## src/rtl/nfd_pkg.sv

```systemverilog
// Shared types, constants and helpers for the notification frame decoder.
// No dependencies; every other file in rtl/ imports this package.
`default_nettype none
package nfd_pkg;

   // Frame geometry
   localparam int MAX_FRAME_BYTES = 65536;
   localparam int HEADER_BYTES    = 144;
   localparam int POS_W           = $clog2(MAX_FRAME_BYTES + 2);
   localparam int ID_WORDS        = 16;
   localparam int UUID_END        = 112;
   localparam int IDX_EPOCH       = 12;
   localparam int IDX_DELIVERY    = 13;
   localparam int IDX_HANDLE      = 14;
   localparam int IDX_GENERATION  = 15;
   localparam int ENV_WORDS       = 10;
   localparam int UUID_WORDS      = 6;
   localparam int QUEUE_DEPTH     = 4;
   localparam int QPTR_W          = $clog2(QUEUE_DEPTH);

   // Result kinds
   localparam logic [1:0] KIND_PAYLOAD = 2'd0;
   localparam logic [1:0] KIND_WORD    = 2'd1;
   localparam logic [1:0] KIND_VERDICT = 2'd2;

   // Verdict codes
   localparam logic [3:0] V_OK        = 4'd0;
   localparam logic [3:0] V_TOO_LARGE = 4'd1;
   localparam logic [3:0] V_MALFORMED = 4'd2;
   localparam logic [3:0] V_VERSION   = 4'd3;
   localparam logic [3:0] V_TYPE      = 4'd4;
   localparam logic [3:0] V_RESERVED  = 4'd5;
   localparam logic [3:0] V_PAYLOAD   = 4'd6;
   localparam logic [3:0] V_IDENTITY  = 4'd7;
   localparam logic [3:0] V_EPOCH     = 4'd8;
   localparam logic [3:0] V_DELIVERY  = 4'd9;
   localparam logic [3:0] V_SOURCE    = 4'd10;

   // Frame type codes
   localparam logic [7:0] TYPE_OFFER    = 8'd0;
   localparam logic [7:0] TYPE_ACK      = 8'd1;
   localparam logic [7:0] TYPE_RECEIPT  = 8'd3;
   localparam logic [7:0] TYPE_ATTACHED = 8'd4;
   localparam logic [7:0] TYPE_MAX      = 8'd4;

   localparam logic [7:0] HDR_VERSION   = 8'd2;

   // One queue transaction between the front and the back.
   typedef struct packed {
      logic        has_byte;
      logic        is_end;
      logic [7:0]  data;
      logic [3:0]  verdict;
      logic [2:0]  frame_kind;
      logic [15:0] pcount;
   } nfd_entry_type;

   typedef logic [ID_WORDS-1:0][63:0] nfd_words_type;

   // Expected magic byte at header offsets 0 to 3 ("NXNF").
   function automatic logic [7:0] magic_byte(input logic [1:0] idx);
      logic [7:0] m;
      case (idx)
         2'd0: m = 8'h4e;
         2'd1: m = 8'h58;
         2'd2: m = 8'h4e;
         2'd3: m = 8'h46;
         default: m = 8'h00;
      endcase
      return m;
   endfunction

endpackage
`default_nettype wire

```

## src/rtl/nfd_queue.sv

```systemverilog
// Short transaction queue that decouples the header parser from the result sequencer.
// Depends on nfd_pkg for the entry type and the depth.
`default_nettype none
module nfd_queue (
   input  wire logic                  clock,
   input  wire logic                  reset,
   input  wire logic                  push,
   input  wire nfd_pkg::nfd_entry_type push_entry,
   input  wire logic                  pop,
   output logic                       full,
   output logic                       empty,
   output nfd_pkg::nfd_entry_type     head
);
   import nfd_pkg::*;

   nfd_entry_type       slot_ff [QUEUE_DEPTH];
   logic [QPTR_W-1:0]   wr_ff, wr_in, rd_ff, rd_in;
   logic [QPTR_W:0]     count_ff, count_in;

   // Pointer and fill count update.
   always_comb begin
      wr_in    = push ? wr_ff + 1'b1 : wr_ff;
      rd_in    = pop ? rd_ff + 1'b1 : rd_ff;
      count_in = count_ff + {{QPTR_W{1'b0}}, push} - {{QPTR_W{1'b0}}, pop};
   end

   assign full  = (count_ff == (QPTR_W+1)'(QUEUE_DEPTH));
   assign empty = (count_ff == '0);
   assign head  = slot_ff[rd_ff];

   always_ff @(posedge clock) begin
      if (reset) begin
         wr_ff    <= '0;
         rd_ff    <= '0;
         count_ff <= '0;
      end else begin
         wr_ff    <= wr_in;
         rd_ff    <= rd_in;
         count_ff <= count_in;
      end
   end

   // Storage needs no reset.
   always_ff @(posedge clock) begin
      if (push) begin
         slot_ff[wr_ff] <= push_entry;
      end
   end

`ifndef SYNTH
   a_no_overflow: assert property (@(posedge clock) disable iff (reset)
      full |-> !push) else $error("queue written while full");
   a_no_underflow: assert property (@(posedge clock) disable iff (reset)
      empty |-> !pop) else $error("queue read while empty");
`endif

endmodule
`default_nettype wire

```

## src/rtl/nfd_front.sv

```systemverilog
// Front part: takes frame bytes, parses the header, holds the identity words
// and judges the frame on its last byte. Depends on nfd_pkg.
`default_nettype none
module nfd_front (
   input  wire logic                   clock,
   input  wire logic                   reset,
   input  wire logic                   req_valid,
   output logic                        req_stall,
   input  wire logic [7:0]             req_frame_byte,
   input  wire logic                   req_end_of_frame,
   input  wire logic                   queue_full,
   output logic                        push,
   output nfd_pkg::nfd_entry_type      push_entry,
   input  wire logic                   env_done,
   output nfd_pkg::nfd_words_type      id_words
);
   import nfd_pkg::*;

   logic [POS_W-1:0] pos_ff, pos_in;
   logic [7:0]       type_ff, type_in;
   logic [31:0]      total_ff, total_in, payload_ff, payload_in;
   logic             magic_ff, magic_in, version_ff, version_in;
   logic             resv_ff, resv_in, uuid_ff, uuid_in;
   logic             env_pending_ff, env_pending_in;
   nfd_words_type    id_ff;

   logic             accept, in_store, forward;
   logic [POS_W-1:0] rel, kept, pcount;
   logic [63:0]      gen_word;
   logic             attached;
   logic [3:0]       verdict;

   assign id_words = id_ff;

   // Hold off identity writes while the previous envelope is still being read.
   assign in_store  = (pos_ff >= POS_W'(16)) && (pos_ff < POS_W'(HEADER_BYTES));
   assign req_stall = queue_full || (env_pending_ff && in_store);
   assign accept    = req_valid && !req_stall;
   assign rel       = pos_ff - POS_W'(16);
   assign forward   = (pos_ff >= POS_W'(HEADER_BYTES)) &&
                      (pos_ff < POS_W'(MAX_FRAME_BYTES));

   // Header field capture and sticky check flags.
   always_comb begin
      magic_in   = magic_ff;
      version_in = version_ff;
      type_in    = type_ff;
      resv_in    = resv_ff;
      total_in   = total_ff;
      payload_in = payload_ff;
      uuid_in    = uuid_ff;
      if (pos_ff < POS_W'(4)) begin
         magic_in = magic_ff || (req_frame_byte != magic_byte(pos_ff[1:0]));
      end
      if (pos_ff == POS_W'(4)) begin
         version_in = version_ff || (req_frame_byte != HDR_VERSION);
      end
      if (pos_ff == POS_W'(5)) begin
         type_in = req_frame_byte;
      end
      if ((pos_ff == POS_W'(6)) || (pos_ff == POS_W'(7))) begin
         resv_in = resv_ff || (req_frame_byte != 8'd0);
      end
      if (pos_ff == POS_W'(8)) begin
         total_in = {24'd0, req_frame_byte};
      end else if ((pos_ff > POS_W'(8)) && (pos_ff < POS_W'(12))) begin
         total_in = {total_ff[23:0], req_frame_byte};
      end
      if (pos_ff == POS_W'(12)) begin
         payload_in = {24'd0, req_frame_byte};
      end else if ((pos_ff > POS_W'(12)) && (pos_ff < POS_W'(16))) begin
         payload_in = {payload_ff[23:0], req_frame_byte};
      end
      if ((pos_ff >= POS_W'(16)) && (pos_ff < POS_W'(UUID_END))) begin
         if ((rel[3:0] == 4'd6) && (req_frame_byte[7:4] != 4'h4)) begin
            uuid_in = 1'b1;
         end
         if ((rel[3:0] == 4'd8) && (req_frame_byte[7:6] != 2'b10)) begin
            uuid_in = 1'b1;
         end
      end
      pos_in = (pos_ff <= POS_W'(MAX_FRAME_BYTES)) ? pos_ff + 1'b1 : pos_ff;
   end

   // Verdict on the count after this byte; the generation word may finish now.
   always_comb begin
      gen_word = (pos_ff == POS_W'(HEADER_BYTES - 1)) ?
                 {id_ff[IDX_GENERATION][55:0], req_frame_byte} : id_ff[IDX_GENERATION];
      attached = (type_in == TYPE_RECEIPT) || (type_in == TYPE_ATTACHED);
      kept     = (pos_in > POS_W'(MAX_FRAME_BYTES)) ? POS_W'(MAX_FRAME_BYTES) : pos_in;
      pcount   = (kept >= POS_W'(HEADER_BYTES)) ? kept - POS_W'(HEADER_BYTES) : '0;
      if (pos_in > POS_W'(MAX_FRAME_BYTES)) begin
         verdict = V_TOO_LARGE;
      end else if ((pos_in < POS_W'(HEADER_BYTES)) || magic_in) begin
         verdict = V_MALFORMED;
      end else if (version_in) begin
         verdict = V_VERSION;
      end else if (type_in > TYPE_MAX) begin
         verdict = V_TYPE;
      end else if (resv_in) begin
         verdict = V_RESERVED;
      end else if ((total_in != 32'(pos_in)) ||
                   (payload_in != 32'(pos_in - POS_W'(HEADER_BYTES)))) begin
         verdict = V_MALFORMED;
      end else if (((type_in == TYPE_OFFER) || (type_in == TYPE_ACK) ||
                    (type_in == TYPE_RECEIPT)) && (pos_in != POS_W'(HEADER_BYTES))) begin
         verdict = V_PAYLOAD;
      end else if (uuid_in) begin
         verdict = V_IDENTITY;
      end else if (id_ff[IDX_EPOCH] == 64'd0) begin
         verdict = V_EPOCH;
      end else if (attached ? (id_ff[IDX_DELIVERY] == 64'd0)
                            : (id_ff[IDX_DELIVERY] != 64'd0)) begin
         verdict = V_DELIVERY;
      end else if (attached ? ((id_ff[IDX_HANDLE] == 64'd0) || (gen_word == 64'd0))
                            : ((id_ff[IDX_HANDLE] != 64'd0) || (gen_word != 64'd0))) begin
         verdict = V_SOURCE;
      end else begin
         verdict = V_OK;
      end
   end

   // Queue transaction for a forwarded byte, a frame end, or both.
   always_comb begin
      push                  = accept && (forward || req_end_of_frame);
      push_entry.has_byte   = forward;
      push_entry.is_end     = req_end_of_frame;
      push_entry.data       = req_frame_byte;
      push_entry.verdict    = verdict;
      push_entry.frame_kind = (type_in <= TYPE_MAX) ? type_in[2:0] : 3'd0;
      push_entry.pcount     = pcount[15:0];
      env_pending_in        = env_pending_ff;
      if (env_done) begin
         env_pending_in = 1'b0;
      end
      if (push && req_end_of_frame && (verdict == V_OK)) begin
         env_pending_in = 1'b1;
      end
   end

   always_ff @(posedge clock) begin
      if (reset) begin
         pos_ff         <= '0;
         type_ff        <= '0;
         total_ff       <= '0;
         payload_ff     <= '0;
         magic_ff       <= 1'b0;
         version_ff     <= 1'b0;
         resv_ff        <= 1'b0;
         uuid_ff        <= 1'b0;
         env_pending_ff <= 1'b0;
      end else begin
         env_pending_ff <= env_pending_in;
         if (accept && req_end_of_frame) begin
            pos_ff     <= '0;
            type_ff    <= '0;
            total_ff   <= '0;
            payload_ff <= '0;
            magic_ff   <= 1'b0;
            version_ff <= 1'b0;
            resv_ff    <= 1'b0;
            uuid_ff    <= 1'b0;
         end else if (accept) begin
            pos_ff     <= pos_in;
            type_ff    <= type_in;
            total_ff   <= total_in;
            payload_ff <= payload_in;
            magic_ff   <= magic_in;
            version_ff <= version_in;
            resv_ff    <= resv_in;
            uuid_ff    <= uuid_in;
         end
      end
   end

   // Identity words fill big-endian, one byte a transaction.
   always_ff @(posedge clock) begin
      if (accept && in_store) begin
         if (rel[2:0] == 3'd0) begin
            id_ff[rel[6:3]] <= {56'd0, req_frame_byte};
         end else begin
            id_ff[rel[6:3]] <= {id_ff[rel[6:3]][55:0], req_frame_byte};
         end
      end
   end

`ifndef SYNTH
   a_guard: assert property (@(posedge clock) disable iff (reset)
      (env_pending_ff && in_store) |-> !accept)
      else $error("identity store written while envelope pending");
`endif

endmodule
`default_nettype wire

```

## src/rtl/nfd_back.sv

```systemverilog
// Back part: turns queue transactions into result transactions through a
// registered output stage. Depends on nfd_pkg.
`default_nettype none
module nfd_back (
   input  wire logic                   clock,
   input  wire logic                   reset,
   input  wire logic                   queue_empty,
   input  wire nfd_pkg::nfd_entry_type head,
   output logic                        pop,
   output logic                        env_done,
   input  wire nfd_pkg::nfd_words_type id_words,
   output logic                        rsp_valid,
   input  wire logic                   rsp_stall,
   output logic [1:0]                  rsp_item_kind,
   output logic [7:0]                  rsp_payload_data,
   output logic [3:0]                  rsp_word_number,
   output logic [63:0]                 rsp_word_upper,
   output logic [63:0]                 rsp_word_lower,
   output logic [3:0]                  rsp_verdict,
   output logic [2:0]                  rsp_kind_of_frame,
   output logic [15:0]                 rsp_payload_count,
   output logic                        rsp_run_end
);
   import nfd_pkg::*;

   logic        valid_ff, valid_in;
   logic        byte_done_ff, byte_done_in;
   logic [3:0]  word_ff, word_in;
   logic [1:0]  kind_ff, kind_in;
   logic [7:0]  data_ff, data_in;
   logic [3:0]  wnum_ff, wnum_in, verd_ff, verd_in;
   logic [63:0] up_ff, up_in, lo_ff, lo_in;
   logic [2:0]  fk_ff, fk_in;
   logic [15:0] pc_ff, pc_in;
   logic        end_ff, end_in;
   logic        load;

   assign load = !valid_ff || !rsp_stall;

   // Sequence: payload byte, then envelope words on success, then the verdict.
   always_comb begin
      valid_in     = valid_ff && rsp_stall;
      byte_done_in = byte_done_ff;
      word_in      = word_ff;
      kind_in      = kind_ff;
      data_in      = data_ff;
      wnum_in      = wnum_ff;
      up_in        = up_ff;
      lo_in        = lo_ff;
      verd_in      = verd_ff;
      fk_in        = fk_ff;
      pc_in        = pc_ff;
      end_in       = end_ff;
      pop          = 1'b0;
      env_done     = 1'b0;
      if (load && !queue_empty) begin
         valid_in = 1'b1;
         data_in  = 8'd0;
         wnum_in  = 4'd0;
         up_in    = 64'd0;
         lo_in    = 64'd0;
         verd_in  = V_OK;
         fk_in    = 3'd0;
         pc_in    = 16'd0;
         end_in   = 1'b0;
         if (head.has_byte && !byte_done_ff) begin
            kind_in = KIND_PAYLOAD;
            data_in = head.data;
            if (head.is_end) begin
               byte_done_in = 1'b1;
            end else begin
               pop = 1'b1;
            end
         end else if ((head.verdict == V_OK) && (word_ff < 4'(ENV_WORDS))) begin
            kind_in = KIND_WORD;
            wnum_in = word_ff;
            if (word_ff < 4'(UUID_WORDS)) begin
               up_in = id_words[{word_ff[2:0], 1'b0}];
               lo_in = id_words[{word_ff[2:0], 1'b1}];
            end else begin
               lo_in = id_words[word_ff + 4'(UUID_WORDS)];
            end
            word_in = word_ff + 1'b1;
            if (word_ff == 4'(ENV_WORDS - 1)) begin
               env_done = 1'b1;
            end
         end else begin
            kind_in      = KIND_VERDICT;
            verd_in      = head.verdict;
            fk_in        = head.frame_kind;
            pc_in        = head.pcount;
            end_in       = 1'b1;
            pop          = 1'b1;
            word_in      = 4'd0;
            byte_done_in = 1'b0;
         end
      end
   end

   always_ff @(posedge clock) begin
      if (reset) begin
         valid_ff     <= 1'b0;
         byte_done_ff <= 1'b0;
         word_ff      <= '0;
      end else begin
         valid_ff     <= valid_in;
         byte_done_ff <= byte_done_in;
         word_ff      <= word_in;
      end
   end

   // Output payload register.
   always_ff @(posedge clock) begin
      kind_ff <= kind_in;
      data_ff <= data_in;
      wnum_ff <= wnum_in;
      up_ff   <= up_in;
      lo_ff   <= lo_in;
      verd_ff <= verd_in;
      fk_ff   <= fk_in;
      pc_ff   <= pc_in;
      end_ff  <= end_in;
   end

   assign rsp_valid         = valid_ff;
   assign rsp_item_kind     = kind_ff;
   assign rsp_payload_data  = data_ff;
   assign rsp_word_number   = wnum_ff;
   assign rsp_word_upper    = up_ff;
   assign rsp_word_lower    = lo_ff;
   assign rsp_verdict       = verd_ff;
   assign rsp_kind_of_frame = fk_ff;
   assign rsp_payload_count = pc_ff;
   assign rsp_run_end       = end_ff;

`ifndef SYNTH
   a_end_is_verdict: assert property (@(posedge clock) disable iff (reset)
      (valid_ff && end_ff) |-> (kind_ff == KIND_VERDICT))
      else $error("run end on a non-verdict transaction");
   a_word_range: assert property (@(posedge clock) disable iff (reset)
      word_ff <= 4'(ENV_WORDS)) else $error("envelope word counter out of range");
   a_word_after_ok: assert property (@(posedge clock) disable iff (reset)
      (valid_ff && (kind_ff == KIND_WORD)) |-> (wnum_ff < 4'(ENV_WORDS)))
      else $error("envelope word number out of range");
`endif

endmodule
`default_nettype wire

```

## src/rtl/notification_frame_decoder_top.sv

```systemverilog
// Top level of the notification frame decoder: front parser, queue, back sequencer.
// Depends on nfd_pkg, nfd_front, nfd_queue and nfd_back.
//
// Usage: frame bytes enter on the req_ channel, one transaction per byte, with
// req_end_of_frame on the last byte. Results leave on the rsp_ channel: payload
// bytes (from header offset 144 on) as they arrive, then, for a good frame, the
// ten envelope words, then one verdict transaction with rsp_run_end set.
// A byte passes through a queue slot and then the output register
// before it shows on rsp_.
// Throughput: one byte per cycle while req_stall is low. The end of a good frame adds
// ten envelope words and a verdict; they drain from the four-entry queue while the next
// frame streams in, and its input stalls on header bytes 16 to 143 while the previous
// envelope has not yet been read out, since the identity store is shared.
// Reset (synchronous, active high) empties the queue, drops any result held at
// the output and starts a new frame. When rsp_stall is high the result holds;
// the queue fills and req_stall rises once it is full.
`default_nettype none
module notification_frame_decoder_top (
   input  wire logic        clock,
   input  wire logic        reset,
   input  wire logic        req_valid,
   output logic             req_stall,
   input  wire logic [7:0]  req_frame_byte,
   input  wire logic        req_end_of_frame,
   output logic             rsp_valid,
   input  wire logic        rsp_stall,
   output logic [1:0]       rsp_item_kind,
   output logic [7:0]       rsp_payload_data,
   output logic [3:0]       rsp_word_number,
   output logic [63:0]      rsp_word_upper,
   output logic [63:0]      rsp_word_lower,
   output logic [3:0]       rsp_verdict,
   output logic [2:0]       rsp_kind_of_frame,
   output logic [15:0]      rsp_payload_count,
   output logic             rsp_run_end
);
   import nfd_pkg::*;

   logic          q_full, q_empty, q_push, q_pop, env_done;
   nfd_entry_type q_in, q_head;
   nfd_words_type id_words;

   nfd_front u_front (
      .clock            (clock),
      .reset            (reset),
      .req_valid        (req_valid),
      .req_stall        (req_stall),
      .req_frame_byte   (req_frame_byte),
      .req_end_of_frame (req_end_of_frame),
      .queue_full       (q_full),
      .push             (q_push),
      .push_entry       (q_in),
      .env_done         (env_done),
      .id_words         (id_words)
   );

   nfd_queue u_queue (
      .clock      (clock),
      .reset      (reset),
      .push       (q_push),
      .push_entry (q_in),
      .pop        (q_pop),
      .full       (q_full),
      .empty      (q_empty),
      .head       (q_head)
   );

   nfd_back u_back (
      .clock             (clock),
      .reset             (reset),
      .queue_empty       (q_empty),
      .head              (q_head),
      .pop               (q_pop),
      .env_done          (env_done),
      .id_words          (id_words),
      .rsp_valid         (rsp_valid),
      .rsp_stall         (rsp_stall),
      .rsp_item_kind     (rsp_item_kind),
      .rsp_payload_data  (rsp_payload_data),
      .rsp_word_number   (rsp_word_number),
      .rsp_word_upper    (rsp_word_upper),
      .rsp_word_lower    (rsp_word_lower),
      .rsp_verdict       (rsp_verdict),
      .rsp_kind_of_frame (rsp_kind_of_frame),
      .rsp_payload_count (rsp_payload_count),
      .rsp_run_end       (rsp_run_end)
   );

endmodule
`default_nettype wire
```

## config.mk

```make
export PLATFORM = sky130hd
export DESIGN_NAME = notification_frame_decoder_top
export DESIGN_NICKNAME = d
export VERILOG_FILES = /design/src/rtl/nfd_pkg.sv /design/src/rtl/nfd_queue.sv /design/src/rtl/nfd_front.sv /design/src/rtl/nfd_back.sv /design/src/rtl/notification_frame_decoder_top.sv
export SDC_FILE = /design/constraint.sdc
export NUM_CORES = 2
export LEC_CHECK = 0
export BUFFER_PORTS_ARGS = -buffer_cell sky130_fd_sc_hd__buf_2
export CORE_MARGIN = 2
export CORE_UTILIZATION = 40
export CTS_BUF_LIST = sky130_fd_sc_hd__clkbuf_4 sky130_fd_sc_hd__clkbuf_8
export CTS_CLUSTER_SIZE = 10
export DETAILED_ROUTE_END_ITERATION = 16
export GPL_TIMING_DRIVEN = 0
export PLACE_DENSITY_LB_ADDON = 0.2
export SLEW_MARGIN = 30
export SYNTH_ARGS = -nofsm -noshare
export SYNTH_HDL_FRONTEND = slang
export SYNTH_SLANG_ARGS = --single-unit
```

## constraint.sdc

```tcl
create_clock -name clock -period 10.95 [get_ports clock]
set_clock_uncertainty 0.2 [all_clocks]
set_input_delay 0.5475 -clock clock [delete_from_list [all_inputs] [get_ports clock]]
set_output_delay 0.5475 -clock clock [all_outputs]
set_load 0.005 [all_outputs]
```

==> results.cfg <==
[status]
status = finished, final reports clean

[worst_setup_path]
rr_startpoint = u_back.word_ff[1]
cp-end-kind = flop
crit_family = buffers and inverters
path_buf_inv = 7
crit_slowest_cell = clkinv_1
start_kind = flop
reg2reg_to = u_back.rsp_word_lower[62]
cp_max_fo = 10
reg2reg_slack_ps = 4040
r2r_cells = 12
worstSetupPathType = flop to flop
critPathArrivalTime_ps = 7380
path_cells = clkbuf_1 > clkinv_1 > ha_1 > clkbuf_2 > clkbuf_2 > buf_16 > buf_2 > clkbuf_1 > mux4_2 > mux4_2 > nand2_1 > a21oi_1
max_stage_delay_ps = 880
required_ps = 11420

[yosys]
synth_top_cell_by_area = edfxtp_1
synth_nets = 5713
avgSynthCellArea_um2 = 13.2
yosysTopAreaCellShare_pct = 53.0
syn_inst = 5676
ys_ff_latch = 1430
ys_types = 86
netlist_top_cells_area = edfxtp_1, mux4_2, nor2_1
synth_edf_count = 1321
yosysWarnings = 0
synth.top_cells.by_count = edfxtp_1, nor2_1, nand2_1
syn_area_um2 = 74900
async_flop_share_pct = 0
synth.most_common_cell = edfxtp_1
ys_seq_area_share_pct = 55.9
synth_ff_type = edfxtp_1

[drt]
drc_errors = 0
drt_iter0_drc = 9154
vias = 57400
drt_wl_total_mm = 305
avgViaCountPerCell = 6.41
ant_nets = 0
first_pass_iters = 8
avgRoutedWirePerCell_um = 34.1

[clocking]
post_cts_buffers = 0
clk_pin_slew_worst_paths_ps = 60
cts_root_buf = clkbuf_8
cts_tree = built
cts_max_path_buffers = 4
cts_sinks = 1430
cts_resized = 0
h-tree-depth = 5
cts_buffers = 274
insertion_delay_ps = 1100
cts_hold_buf = 12

[global_routing]
grtUsageTotal_pct = 31.6
use_met3_pct = 9.42
overflow = 0
antenna_found_initial = 20
grt_max_degree = 34
grtUsageMet2_pct = 47.3
grt_pass1_vias = 56400
busiest_layer = met2
grt_pass1_wl_mm = 425
grtUsageMet1_pct = 41.4

[sta]
fin_hold_ws_ps = 136
clock.fmax_ghz = 0.145
post-route-period-util_pct = 63.1
max_slew_margin_pct = 23.1
rsz0062_at_grt = no
slew_violations = 0
hold_viol_final = 0
setup_viol = 0
worst_slew_pin_slew_ps = 1150
finalCriticalPeriod_ps = 6910

[placed_design]
dpl.cell_count = 8480
io_buffers = 180
dp_hpwl_mm = 226
gp_congestion = 0.957

[floorplan]
core_um2 = 186000
die_x_um = 437
rows = 158
die_h_um = 437
initial_core_util_pct = 40.3
dieArea_um2 = 191000
io_pins = 181

[power]
p_per_area_nw_per_um2 = 147
vdd_drop_max_v = 0.000143
leakage_nw = 28.5

[finish]
drive_gt1_share_pct = 25.5
synthToLayoutAreaGrowth_pct = 16.7
seqCellArea_um2 = 41900
fillCellCount = 16700
fin_nets = 6327
final_cells = 8957
multi_input_area_um2 = 31400

[min_path]
hp-start = req_valid
min_path_type = input pin to flop
hold-path-endpoint = u_front.payload_ff[4]
holdPathStages = 5

[job]
drv_cap = 0
[per-stage QoR]
| step | area, µm² | util, % | power (W) | setup TNS [ps] | setup WS (ps) |
|---|---|---|---|---|---|
| detailed placement | 82000 | 44.2 | 0.00774 | 0 | 3900 |
| global placement | 78900 | 42.5 | 0.00770 | -1414970 | -6260 |
| finish | 87400 | 47.1 | 0.0128 | 0 | 4040 |
| CTS | 87200 | 47.0 | 0.0129 | 0 | 3890 |
| global route | 87300 | 47.1 | 0.0132 | 0 | 4170 |
| floorplan | 74900 | - | 0.00709 | 0 | 3420 |
[per-layer routing]
metal	vias to the layer above	wire length (µm)	part of all wire, %
met5	-	153	0.050
met4	22	18900	6.2
met3	955	37200	12
met2	4251	135000	44
met1	29200	114000	37
li1	23000	-	-
[cells in the final DEF (no fill, tap or decap), types with 24 or more instances in the layout]
master	instances
a2111oi_0	54
a21oi_1	180
and3_1	31
buf_1	41
buf_16	68
buf_2	221
buf_4	50
clkbuf_1	340
clkbuf_2	91
clkbuf_4	77
clkbuf_8	287
clkinv_1	56
dfxtp_1	109
edfxtp_1	1321
mux2_2	65
mux2i_1	219
mux4_2	641
nand2_1	719
nand3_1	94
nand4_1	39
nor2_1	994
nor3_1	30
nor4_1	73
o21ai_0	78
o21ai_1	54
o22a_1	64
xnor2_1	50
xor2_1	24
[worst max path at each step]
stage | startpoint | to | cells past startpoint
final | u_back.word_ff[1] | u_back.rsp_word_lower[62] | 12
after detailed placement | u_back.word_ff[1] | u_back.rsp_word_lower[62] | 12
after global routing | u_back.word_ff[1] | u_back.rsp_word_lower[62] | 12
after global placement | u_front.pos_ff[5] | u_front.id_words[173] | 7
after CTS | u_back.word_ff[1] | u_back.rsp_word_lower[62] | 12
after floorplan | rsp_stall | u_queue.count_ff[2] | 10
[worst register-to-register path, stage by stage (launching register included)]
cell,delay [ps]
dfxtp_1,350
clkbuf_1,720
clkinv_1,890
ha_1,580
clkbuf_2,430
clkbuf_2,490
buf_16,210
buf_2,520
clkbuf_1,870
mux4_2,480
mux4_2,490
nand2_1,90
a21oi_1,220
[power breakdown]
part	leakage [nW]	internal, W	switching [W]
clock	2.70	0.00284	0.00240
combinational	12.3	0.000477	0.000682
sequential	13.4	0.00634	0.000106
total	28.5	0.00965	0.00318
[flip-flops by register name, summed over array words and instances (netlist names), 2 cells and up, named ones only]
name / cells
u_back.rsp_kind_of_frame: 3
u_back.rsp_payload_count: 16
u_back.rsp_payload_data: 8
u_back.rsp_verdict: 4
u_back.rsp_word_lower: 64
u_back.rsp_word_number: 4
u_back.rsp_word_upper: 64
u_back.word_ff: 4
u_front.id_words: 896
u_front.payload_ff: 32
u_front.pos_ff: 17
u_front.total_ff: 32
u_front.type_ff: 8
u_queue.count_ff: 3
u_queue.rd_ff: 2
u_queue.slot_ff: 132
u_queue.wr_ff: 2
[area by class of cell]
cell class,instances,area share (%)
multi-input combinational,3704,35.9
inverter,25,0.107
antenna,10,0.0286
clock buffer,364,5.18
sequential,1430,47.9
clock inverter,89,0.669
tap,2480,3.55
buffer,517,2.44
timing repair buffer,338,4.20
[kinds of logic (layout without fill, tap and decap cells)]
group | after synthesis | count (layout) | synth area share (%)
DFF | 1430 | 1430 | 55.9
buffers and inverters | 542 | 1333 | 2.76
other | 0 | 10 | 0
adders and majority gates | 24 | 24 | 0.411
muxes | 925 | 925 | 23.2
xor gates and xnor gates | 81 | 81 | 0.976
AOI/OAI and AO/OA | 528 | 528 | 4.60
and+or+nand+nor | 2146 | 2146 | 12.2
Note: power is estimated with default switching activity, not from simulation.
